[src/ksw_pkg.sv]
`timescale 1ns / 1ps
package ksw_pkg;

  // field widths
  localparam int WORD_W     = 64;
  localparam int INTERVAL_W = 4;
  localparam int ADDR_W     = 4;
  localparam int DATA_W     = 32;
  localparam int REG_IDX_W  = 2;

  // register indexes (byte address is 4 * index)
  localparam logic [REG_IDX_W-1:0] REG_INTERVAL      = 2'd0;
  localparam logic [REG_IDX_W-1:0] REG_EMIT_PARTIAL  = 2'd1;
  localparam logic [REG_IDX_W-1:0] REG_ANCHOR_OLDEST = 2'd2;

  // sequencer states
  typedef enum logic [1:0] {
    S_IDLE,
    S_START,
    S_MAIN,
    S_TAIL
  } ksw_state_t;

  // controller to datapath
  typedef struct packed {
    logic load;        // take the input row
    logic emit;        // push one beat into the output register
    logic tail_begin;  // point at the first tail window
    logic tail_next;   // move to the next tail window
    logic last;        // current window is the last of the run
  } ksw_cmd_t;

  // datapath to controller
  typedef struct packed {
    logic has_main;     // row produces a main window
    logic has_tail;     // row produces tail windows
    logic window_last;  // cursor is on the last row of its window
    logic tail_final;   // current tail window is the final one
    logic out_free;     // output register can take a beat
  } ksw_status_t;

endpackage

[src/keyed_sliding_window_expander.sv]
`timescale 1ns / 1ps
// channel    dir  beat contents
// s_axis     in   tdata: anchor_word, row_word; tlast: group_end
// m_axis     out  tdata: window_anchor, window_row; tuser: window_last; tlast: run_last
// apb        in   interval (0x0), emit_partial (0x4), anchor_oldest (0x8)
//
// a row is taken in S_IDLE and dispatched in S_START, then the walk emits its
// result beats: interval beats for a full window, plus the tail windows at a
// group end; a row with no results goes back to S_IDLE from S_START
// the single output register paces the walk: a stalled m_axis holds the walk
// reset is synchronous and active high; ring contents are not cleared
module keyed_sliding_window_expander #(
  parameter int MAX_WINDOW = 8
) (
  input  logic                       clk,
  input  logic                       rst,
  input  logic                       s_axis_tvalid,
  output logic                       s_axis_tready,
  input  logic [127:0]               s_axis_tdata,  // anchor_word, row_word
  input  logic                       s_axis_tlast,  // group_end
  output logic                       m_axis_tvalid,
  input  logic                       m_axis_tready,
  output logic [127:0]               m_axis_tdata,  // window_anchor, window_row
  output logic                       m_axis_tuser,  // window_last
  output logic                       m_axis_tlast,  // run_last
  input  logic                       psel,
  input  logic                       penable,
  input  logic                       pwrite,
  input  logic [ksw_pkg::ADDR_W-1:0] paddr,
  input  logic [ksw_pkg::DATA_W-1:0] pwdata,
  output logic [ksw_pkg::DATA_W-1:0] prdata,
  output logic                       pready
);
  import ksw_pkg::*;

  localparam int SW = (MAX_WINDOW > 1) ? $clog2(MAX_WINDOW) : 1;
  localparam int LW = $clog2(MAX_WINDOW + 1);

  logic [LW-1:0]     len;
  logic              emit_partial;
  logic              anchor_oldest;
  logic              interval_wr;
  ksw_cmd_t          cmd;
  ksw_status_t       st;
  logic [WORD_W-1:0] window_anchor;
  logic [WORD_W-1:0] window_row;

  ksw_regs #(
    .MAX_WINDOW (MAX_WINDOW),
    .LW         (LW)
  ) u_regs (
    .clk           (clk),
    .rst           (rst),
    .psel          (psel),
    .penable       (penable),
    .pwrite        (pwrite),
    .paddr         (paddr),
    .pwdata        (pwdata),
    .prdata        (prdata),
    .pready        (pready),
    .len           (len),
    .emit_partial  (emit_partial),
    .anchor_oldest (anchor_oldest),
    .interval_wr   (interval_wr)
  );

  ksw_ctrl u_ctrl (
    .clk      (clk),
    .rst      (rst),
    .in_valid (s_axis_tvalid),
    .in_ready (s_axis_tready),
    .st       (st),
    .cmd      (cmd)
  );

  ksw_dp #(
    .MAX_WINDOW (MAX_WINDOW),
    .SW         (SW),
    .LW         (LW)
  ) u_dp (
    .clk               (clk),
    .rst               (rst),
    .len               (len),
    .emit_partial      (emit_partial),
    .anchor_oldest     (anchor_oldest),
    .interval_wr       (interval_wr),
    .in_anchor_word    (s_axis_tdata[WORD_W-1:0]),
    .in_row_word       (s_axis_tdata[2*WORD_W-1:WORD_W]),
    .in_group_end      (s_axis_tlast),
    .cmd               (cmd),
    .st                (st),
    .out_valid         (m_axis_tvalid),
    .out_ready         (m_axis_tready),
    .out_window_anchor (window_anchor),
    .out_window_row    (window_row),
    .out_window_last   (m_axis_tuser),
    .out_run_last      (m_axis_tlast)
  );

  assign m_axis_tdata = {window_row, window_anchor};

endmodule

[src/ksw_regs.sv]
`timescale 1ns / 1ps
module ksw_regs #(
  parameter int MAX_WINDOW = 8,
  parameter int LW         = 4
) (
  input  logic                       clk,
  input  logic                       rst,
  input  logic                       psel,
  input  logic                       penable,
  input  logic                       pwrite,
  input  logic [ksw_pkg::ADDR_W-1:0] paddr,
  input  logic [ksw_pkg::DATA_W-1:0] pwdata,
  output logic [ksw_pkg::DATA_W-1:0] prdata,
  output logic                       pready,
  output logic [LW-1:0]              len,
  output logic                       emit_partial,
  output logic                       anchor_oldest,
  output logic                       interval_wr
);
  import ksw_pkg::*;

  logic [INTERVAL_W-1:0] interval;
  logic [REG_IDX_W-1:0]  reg_idx;
  logic                  wr;

  assign pready  = 1'b1;
  assign reg_idx = paddr[ADDR_W-1:2];
  assign wr      = psel & penable & pwrite & pready;

  // register writes
  always_ff @(posedge clk) begin
    if (rst) begin
      interval      <= INTERVAL_W'(1);
      emit_partial  <= 1'b0;
      anchor_oldest <= 1'b0;
    end else if (wr) begin
      if (reg_idx == REG_INTERVAL) begin
        interval <= pwdata[INTERVAL_W-1:0];
      end
      if (reg_idx == REG_EMIT_PARTIAL) begin
        emit_partial <= pwdata[0];
      end
      if (reg_idx == REG_ANCHOR_OLDEST) begin
        anchor_oldest <= pwdata[0];
      end
    end
  end

  // interval write restarts the ring
  assign interval_wr = wr && (reg_idx == REG_INTERVAL);

  // effective window length: zero acts as one, saturate at ring depth
  always_comb begin
    if (interval == '0) begin
      len = LW'(1);
    end else if (interval > INTERVAL_W'(MAX_WINDOW)) begin
      len = LW'(MAX_WINDOW);
    end else begin
      len = LW'(interval);
    end
  end

  // read mux
  always_comb begin
    unique case (reg_idx)
      REG_INTERVAL:      prdata = DATA_W'(interval);
      REG_EMIT_PARTIAL:  prdata = DATA_W'(emit_partial);
      REG_ANCHOR_OLDEST: prdata = DATA_W'(anchor_oldest);
      default:           prdata = '0;
    endcase
  end

endmodule

[src/ksw_dp.sv]
`timescale 1ns / 1ps
module ksw_dp #(
  parameter int MAX_WINDOW = 8,
  parameter int SW         = 3,
  parameter int LW         = 4
) (
  input  logic                       clk,
  input  logic                       rst,
  input  logic [LW-1:0]              len,
  input  logic                       emit_partial,
  input  logic                       anchor_oldest,
  input  logic                       interval_wr,
  input  logic [ksw_pkg::WORD_W-1:0] in_anchor_word,
  input  logic [ksw_pkg::WORD_W-1:0] in_row_word,
  input  logic                       in_group_end,
  input  ksw_pkg::ksw_cmd_t          cmd,
  output ksw_pkg::ksw_status_t       st,
  output logic                       out_valid,
  input  logic                       out_ready,
  output logic [ksw_pkg::WORD_W-1:0] out_window_anchor,
  output logic [ksw_pkg::WORD_W-1:0] out_window_row,
  output logic                       out_window_last,
  output logic                       out_run_last
);
  import ksw_pkg::*;

  function automatic logic [SW-1:0] slot_next(input logic [SW-1:0] p, input logic [LW-1:0] l);
    logic [LW:0] s;
    s = (LW+1)'(p) + (LW+1)'(1);
    return (s >= {1'b0, l}) ? '0 : s[SW-1:0];
  endfunction

  function automatic logic [SW-1:0] slot_prev(input logic [SW-1:0] p, input logic [LW-1:0] l);
    return (p == '0) ? SW'(l - LW'(1)) : p - SW'(1);
  endfunction

  // ring storage
  logic [WORD_W-1:0] anchor_ring [MAX_WINDOW];
  logic [WORD_W-1:0] row_ring    [MAX_WINDOW];

  // position state
  logic [SW-1:0] write_slot;
  logic          ring_full;

  // window walk registers
  logic [SW-1:0] cursor;
  logic [SW-1:0] stop;
  logic [SW-1:0] win_start;
  logic [SW-1:0] anc;
  logic [SW-1:0] tail_first;
  logic          has_main;
  logic          has_tail;

  // placement of the incoming row
  logic [SW-1:0] pos_in;
  logic [SW-1:0] pos_new;
  logic          full_new;
  logic [SW-1:0] tail_first_c;
  logic [SW-1:0] anc_first_c;
  logic [SW-1:0] cursor_first_c;
  logic          has_main_c;
  logic          has_tail_c;
  logic [SW-1:0] cursor_nx;
  logic [SW-1:0] win_start_nx;
  logic          wlast;

  always_comb begin
    pos_in         = ({1'b0, LW'(write_slot)} >= {1'b0, len}) ? '0 : write_slot;
    pos_new        = slot_next(pos_in, len);
    full_new       = ring_full || (pos_new == '0);
    tail_first_c   = full_new ? slot_next(pos_new, len) : '0;
    anc_first_c    = (full_new && anchor_oldest) ? pos_new : slot_prev(pos_new, len);
    cursor_first_c = full_new ? pos_new : '0;
    has_main_c     = full_new || (emit_partial && !anchor_oldest);
    has_tail_c     = in_group_end && emit_partial && anchor_oldest
                     && (tail_first_c != pos_new);
    cursor_nx      = slot_next(cursor, len);
    win_start_nx   = slot_next(win_start, len);
    wlast          = (cursor_nx == stop);
  end

  // ring write
  always_ff @(posedge clk) begin
    if (cmd.load) begin
      anchor_ring[pos_in] <= in_anchor_word;
      row_ring[pos_in]    <= in_row_word;
    end
  end

  // write position and full flag
  always_ff @(posedge clk) begin
    if (rst) begin
      write_slot <= '0;
      ring_full  <= 1'b0;
    end else if (interval_wr) begin
      write_slot <= '0;
      ring_full  <= 1'b0;
    end else if (cmd.load) begin
      write_slot <= in_group_end ? '0 : pos_new;
      ring_full  <= in_group_end ? 1'b0 : full_new;
    end
  end

  // window walk
  always_ff @(posedge clk) begin
    if (cmd.load) begin
      stop       <= pos_new;
      cursor     <= cursor_first_c;
      anc        <= anc_first_c;
      tail_first <= tail_first_c;
      has_main   <= has_main_c;
      has_tail   <= has_tail_c;
    end else if (cmd.tail_begin) begin
      cursor    <= tail_first;
      win_start <= tail_first;
      anc       <= tail_first;
    end else if (cmd.tail_next) begin
      cursor    <= win_start_nx;
      win_start <= win_start_nx;
      anc       <= win_start_nx;
    end else if (cmd.emit) begin
      cursor <= cursor_nx;
    end
  end

  // output register
  always_ff @(posedge clk) begin
    if (rst) begin
      out_valid <= 1'b0;
    end else if (cmd.emit) begin
      out_valid <= 1'b1;
    end else if (out_ready) begin
      out_valid <= 1'b0;
    end
  end

  always_ff @(posedge clk) begin
    if (cmd.emit) begin
      out_window_anchor <= anchor_ring[anc];
      out_window_row    <= row_ring[cursor];
      out_window_last   <= wlast;
      out_run_last      <= wlast && cmd.last;
    end
  end

  // status
  always_comb begin
    st.has_main    = has_main;
    st.has_tail    = has_tail;
    st.window_last = wlast;
    st.tail_final  = (win_start_nx == stop);
    st.out_free    = !out_valid || out_ready;
  end

endmodule

[src/ksw_ctrl.sv]
`timescale 1ns / 1ps
module ksw_ctrl (
  input  logic                 clk,
  input  logic                 rst,
  input  logic                 in_valid,
  output logic                 in_ready,
  input  ksw_pkg::ksw_status_t st,
  output ksw_pkg::ksw_cmd_t    cmd
);
  import ksw_pkg::*;

  ksw_state_t state;
  ksw_state_t state_next;

  // state register
  always_ff @(posedge clk) begin
    if (rst) begin
      state <= S_IDLE;
    end else begin
      state <= state_next;
    end
  end

  // next state and commands
  always_comb begin
    state_next = state;
    in_ready   = 1'b0;
    cmd        = '0;
    unique case (state)
      S_IDLE: begin
        in_ready = 1'b1;
        if (in_valid) begin
          cmd.load   = 1'b1;
          state_next = S_START;
        end
      end
      S_START: begin
        if (st.has_main) begin
          state_next = S_MAIN;
        end else if (st.has_tail) begin
          cmd.tail_begin = 1'b1;
          state_next     = S_TAIL;
        end else begin
          state_next = S_IDLE;
        end
      end
      S_MAIN: begin
        cmd.last = !st.has_tail;
        if (st.out_free) begin
          cmd.emit = 1'b1;
          if (st.window_last) begin
            if (st.has_tail) begin
              cmd.tail_begin = 1'b1;
              state_next     = S_TAIL;
            end else begin
              state_next = S_IDLE;
            end
          end
        end
      end
      S_TAIL: begin
        cmd.last = st.tail_final;
        if (st.out_free) begin
          cmd.emit = 1'b1;
          if (st.window_last) begin
            if (st.tail_final) begin
              state_next = S_IDLE;
            end else begin
              cmd.tail_next = 1'b1;
            end
          end
        end
      end
      default: begin
        state_next = S_IDLE;
      end
    endcase
  end

endmodule

[config.mk]
export PLATFORM = sky130hd
export DESIGN_NAME = keyed_sliding_window_expander
export DESIGN_NICKNAME = d
export VERILOG_FILES = /design/src/ksw_pkg.sv /design/src/keyed_sliding_window_expander.sv /design/src/ksw_regs.sv /design/src/ksw_dp.sv /design/src/ksw_ctrl.sv
export SDC_FILE = /design/constraint.sdc
export NUM_CORES = 1
export LEC_CHECK = 0
export ABC_AREA = 1
export BUFFER_PORTS_ARGS = -buffer_cell sky130_fd_sc_hd__buf_2
export CAP_MARGIN = 20
export CELL_PAD_IN_SITES_DETAIL_PLACEMENT = 0
export CELL_PAD_IN_SITES_GLOBAL_PLACEMENT = 2
export CORE_UTILIZATION = 42
export DETAILED_ROUTE_END_ITERATION = 7
export GPL_ROUTABILITY_DRIVEN = 0
export PLACE_DENSITY_LB_ADDON = 0.15
export SYNTH_ARGS = -nofsm -noshare
export SYNTH_HDL_FRONTEND = slang
export SYNTH_HIERARCHICAL = 1
export SYNTH_SLANG_ARGS = --single-unit
[constraint.sdc]
create_clock -name clk -period 16.12 [get_ports clk]
set_input_delay 4.836 -clock clk [delete_from_list [all_inputs] [get_ports clk]]
set_output_delay 4.836 -clock clk [all_outputs]
set_load 0.005 [all_outputs]
Word level (Yosys, flattened, before mapping)
Memories as Yosys holds them, arrays and structs flattened. A register that Yosys moved wholly into a read port is not among the register bits.
Cells that the tools add are included.
Word-level totals
  bits in registers: 32
  bits in writable memories: 1024
  input port bits: 172
  output and inout port bits: 165
  word-level logic and storage cells: 123
  memories kept: 2
Memories
  u_dp.anchor_ring: depth 8, width 64, read ports 1, clocked after memory_dff 1, write ports 1, line ksw_dp.sv:38  | logic [WORD_W-1:0] anchor_ring [MAX_WINDOW];
  u_dp.row_ring: depth 8, width 64, read ports 1, clocked after memory_dff 1, write ports 1, line ksw_dp.sv:39  | logic [WORD_W-1:0] row_ring [MAX_WINDOW];
Cells by class
  add/sub/neg operators: 6
  $lt $le $gt $ge: 6
  equality and inequality tests: 14
  multiplexer cells: 49
  bitwise logic cells: 3
  reductions and logical operators: 27
Operators by type and width (count)
  $mux W3: 17
  $mux W2: 9
  $add A3 B1 Y4 const B: 4
  $ge A4 B4 Y1: 4
  $mux W1: 16
  $pmux W4 S3: 1
  $mux W4: 2
  $pmux W2 S4: 1
  $reduce_and A2 Y1: 4
  $logic_and A1 B1 Y1: 7
  $eq A2 B2 Y1 const B: 3
  $eq A3 B3 Y1: 2
  $ne A2 B1 Y1 const B: 3
  $ne A2 B2 Y1 const B: 3
  $pmux W1 S2: 3
  $reduce_and A6 Y1: 1
  $sub A3 B1 Y3 const B: 2
  $eq A2 B1 Y1 const B: 2
  $ge A3 B4 Y1: 1
  $gt A4 B4 Y1 const B: 1
  $logic_not A2 Y1: 2
  $logic_not A4 Y1: 1
  $reduce_bool A2 Y1: 2
  $reduce_bool A4 Y1: 1
  other kinds (8): 13

Logic depth before layout (Yosys ltp)
  depth in word-level cells: 14
  mapped depth: 34
  gate-level depth less buffers: 34

Modules after synthesis
Netlist, hierarchy kept.
Modules (own cells, without submodules)
  ksw_dp: times used 1, cells each 3260, area each 45031.9 µm², seq. area each 35263.8 µm²
  ksw_regs: times used 1, cells each 92, area each 594.3 µm², seq. area each 120.1 µm²
  ksw_ctrl: times used 1, cells each 45, area each 264.0 µm², seq. area each 40.0 µm²

Least setup slack after synthesis
Ideal clock, no wire load.
  kind: input -> register
  from: in s_axis_tvalid
  to: mem u_dp.anchor_ring[7][0] (enable)
  library setup time: 0.773 ns
  arrival: 14.092 ns
  data required time: 15.347 ns
  slack: 1.255 ns
  stages: 4
  buffers on the path: 0
  path through: nand2_1 > inv_1 > clkinv_1 > nor3_1
RTL lines
  from (decl): line keyed_sliding_window_expander.sv:17  | input logic s_axis_tvalid,
  to (decl): line ksw_dp.sv:38

Worst setup path in the final report
  from: in paddr[3] (netlist bit)
  to: out prdata[0] (netlist bit)
Between the ends
  word-level cells in the longest chain between the ends: 2
  elaborated cells between the ends (all ways): 4
  those cells by class: eq/ne (2); mux (1); reduce/logical (1)
Ends and longest elaborated chain
  from (decl): line keyed_sliding_window_expander.sv:29  | input logic [ksw_pkg::ADDR_W-1:0] paddr,
  $eq A2 B2 Y1, or another cell as far along: line ksw_regs.sv:65  | unique case (reg_idx)
  $pmux W4 S3 *: line ksw_regs.sv:65
  to (decl): line keyed_sliding_window_expander.sv:31  | output logic [ksw_pkg::DATA_W-1:0] prdata,
Every way passes the cells marked *; elsewhere a longest branch is shown, timed or not.

==> metrics.md <==
| Metric | Value |
|---|---|
| CTS Hold Bufs | 0 |
| Chip Height | 333 µm |
| WP buf/inv | 3 |
| CP cell instances | buf_2 > inv_2 > nor2_1 > nand2_1 > o211ai_1 > buf_2 |
| Crit end category | output port |
| Die Wd | about 330 µm |
| Number of synthesized flops with an enable pin | between 1,000 and 1,500 |
| RSZ-0062 raised after global routing | false |
| Share of layout cells above drive strength 1 | between 10% and 20% |
| H-tree depth | 4 |
| Comb pwr share | between 10% and 20% |
| GR Util met2 | 34.7% |
| P_sw | between 1.5 and 2 mW |
| Outcome | finished, final reports clean |
| GRT busiest layer | met2 |
| Number of port buffers | ~280 |
| CTS tree | yes |
| Drt first-iter violations | between 1,500 and 2,000 |
| Final worst path period share | 64.0% |
| CP Data Required Time | around 11,000 ps |
| Routed Antenna Nets | 0 |
| Slew Limit Fails | 0 |
| Pleak | between 15 and 20 nW |
| Met1 usage | 24.9% |
| Synth Area in Compound Gates | a little under 10% |
| Ys Warns | 6 |
| Hpwl dp | ~56 mm |
| CP most frequent cell | buf_2 |
| Total CTS buffers | about 130 |
| Max Cap Viol | 0 |
| Initial core utilization | between 40% and 50% |
| Final setup fails | 0 |
| GRT Util Overall | about 20% |
| Pint | ~5.5 mW |
| Num rows | 120 |
| Min-delay worst type | reg -> reg |
| Sequential fraction of the synthesis area | ~77% |
| Largest family of logic cells by synthesized area | compound AO/OA/AOI/OAI gates |
| Final net count | a little under 4,000 |
| CP startpoint kind | primary input |
| Peak supply drop | 77.1 µV |
| Reg power frac | 47.8% |
| Worst Tran Pin Value | approximately 1100 ps |
| Crit-path max FO | 3 |
| Setup Skew | between 20 and 25 ps |
| Die area | ~0.11 mm² |
| Total power | 7.43 mW |
| # IOs | 337 |
| Register bit count reported by yosys | around 1,200 |
| Post-route DRC | 0 |
| Antenna violations before repair | 36 |
| GR Layer Usage met3 | 5.00% |
| CTS Sinks | between 1,000 and 1,500 |
| First-pass GRT wire length | ~170 mm |
| Post-synth top flop | edfxtp_1 |
| Final hold viol count | 0 |
| WP data arrival | around 5500 ps |
| Clock transition at the registers of the reported paths | around 60 ps |
| Delay-heaviest family, CP | buffers and inverters |
| Kind of critical path | in -> out |
| Vias/cell | between 5 and 6 |
| Post-synthesis xor/xnor area fraction | less than 1% |
| Via count | roughly 27,000 |
| Async set-reset flop share out of synthesis | 0% |
| Core Region | 0.108 mm² |
| Number of global-route vias before repair | approximately 28,000 |
| Post-synthesis mux area share | 0% |
| Relative max-transition margin | about 29% |
| Setup repair bufs after CTS | 0 |
| Critical Path Max Stage Delay | around 170 ps |
| Yosys cell types | 43 |
| Sw Share | 26.3% |
| Simple-gate share of the synthesized area | between 8 and 9% |
| Post-synthesis adder-cell area fraction | less than 1% |
| Cells after Synth | between 3,000 and 4,000 |
| 1st-pass router iterations | 5 |
| Worst skew pair latency | 720 ps |
| Post-synth top area share | about three quarters |
| CP max stage cell | nor2_1 |
| Power per Cell Area | 142 mW/mm² |
| Area grow syn2layout | 14.1% |
| Fmax | 97.0 MHz |
| Cts repair resizes | 0 |
| Clock power share | between 30% and 40% |
| Setup TNS | 0 ps |
| Max clock buf depth | 3 |
| Post-synth top area cell | edfxtp_1 |
| Per-cell routed wire length | around 22 µm |
| Grt ovf | 0 |
| Crit path time final | 10,310 ps |
| Root buf cell | clkbuf_16 |
| Largest net degree at the start of global routing | about 170 |
| Mapped Area | 0.0459 mm² |
| Largest cells by area after synthesis | edfxtp_1 (77%), nor2_1 (7.6%), o21ai_0 (5.7%), a31oi_1 (1.8%), o22ai_1 (1.7%) |
| WL final | 112 mm |
| Avg Inst Size Synth | 13.5 µm² |
-- per-layer routing --
metal	share of wire, %	vias up
met2	50	611
met4	2.0	34
met5	0.19	-
met1	42	13723
met3	6.1	212
li1	-	12854
-- state kept, by name, summed over array words and instances (netlist names), 4 cells and up --
name	flops
u_dp/out_window_anchor	64
u_dp/anchor_ring	512
u_regs/interval	4
u_dp/row_ring	512
u_dp/out_window_row	64
-- cell usage after synthesis (2+ instances only) --
master and count:
buf_2 41, nor2_2 12, buf_8 3, a31oi_1 130
clkbuf_2 2, or2_2 2, o211ai_1 3, buf_6 4
nand2_4 3, inv_1 64, nand2_2 2, a21boi_0 2
buf_4 63, xnor2_1 3, clkinv_1 2, clkbuf_1 100
nand4_1 3, dfxtp_1 13, a21oi_2 2, o221ai_1 2
ha_1 29, buf_1 17, nand3_1 24, nor2_4 2
o22ai_1 128, nor2_1 929, edfxtp_1 1171, o21ai_1 4
o21ai_0 519, xor2_1 6, a21oi_1 12, nand2_1 80
conb_1 2, inv_2 6, nor3_1 4
-- cell usage in the layout (no fill, tap or decap), types with 12 or more instances in the layout --
cell type and n:
o22ai_1 128, ha_1 29, o21ai_0 519, inv_1 60, clkinv_2 17, a31oi_1 130
nor2_2 12, nand3_1 24, nand2_1 80, nor2_1 921, clkbuf_1 32, buf_2 277
edfxtp_1 1171, a21oi_1 12, clkinv_1 31, clkbuf_16 137, conb_1 29, dfxtp_1 13
buf_4 37
-- kinds of logic (layout without fill, tap and decap cells) --
logic type / after synthesis / count (layout)
other cells: 2 / 38
xor+xnor: 9 / 9
buf+inv: 302 / 618
simple gates: 1063 / 1063
flops: 1184 / 1184
compound gates: 808 / 808
fa+ha+maj: 29 / 29
-- stage by stage --
stage                     area, µm²  hold WS (ps)  std cells  utilization (%)  setup WS, ps
after floorplan               46000           452       3424                -          1260
after global placement        48400           466       4915             44.9          5750
after detailed placement      48400           472       4915             44.9          5800
after global routing          52300           519       5147             48.6          5710
final                         52400           479       5152             48.6          5810
after CTS                     52300           485       5142             48.6          5790
-- worst reg2reg max path: cells and delay by family (launching register included) --
family                     cells  cell delay [ps]
adders and majority gates      5             1320
and+or+nand+nor               12             1260
AOI/OAI and AO/OA              5              830
buffers and inverters          5              690
DFF                            1              310
xor gates and xnor gates       1              220
-- final timing paths --
| path | startpoint | to | depth (start not counted) | slack, ps |
|---|---|---|---|---|
| worst max-delay path | paddr[3] | prdata[0] | 6 | 5810 |
| worst min-delay path | u_regs/interval[2]$_SDFFE_PP0P_ | u_regs/interval[2]$_SDFFE_PP0P_ | 2 | 480 |
| worst max register to register | u_regs/interval[1]$_SDFFE_PP0P_ | u_dp/has_tail$_DFFE_PP_ | 28 | 11340 |
| worst min register to register | u_regs/interval[2]$_SDFFE_PP0P_ | u_regs/interval[2]$_SDFFE_PP0P_ | 2 | 480 |
-- power by group through the flow --
stage               Combinational, mW  Clock, mW  Sequential, mW
floorplan                       0.787          0            3.62
detailed placement               1.14          0            3.61
global route                     1.26       2.96            3.55
global placement                 1.11          0            3.61
CTS                              1.14       2.85            3.55
finish                           1.12       2.76            3.55
-- layout make-up --
type | count | area (µm²)
timing repair buffer | 319 | 1770
clock inverter | 58 | 405
fill | 9335 | 55300
sequential | 1184 | 35400
antenna | 9 | 22.5
tap | 1403 | 1760
inverter | 72 | 289
clock buffer | 169 | 3550
multi-input combinational | 1938 | 9150
Note: power is estimated with default switching activity, not from simulation.
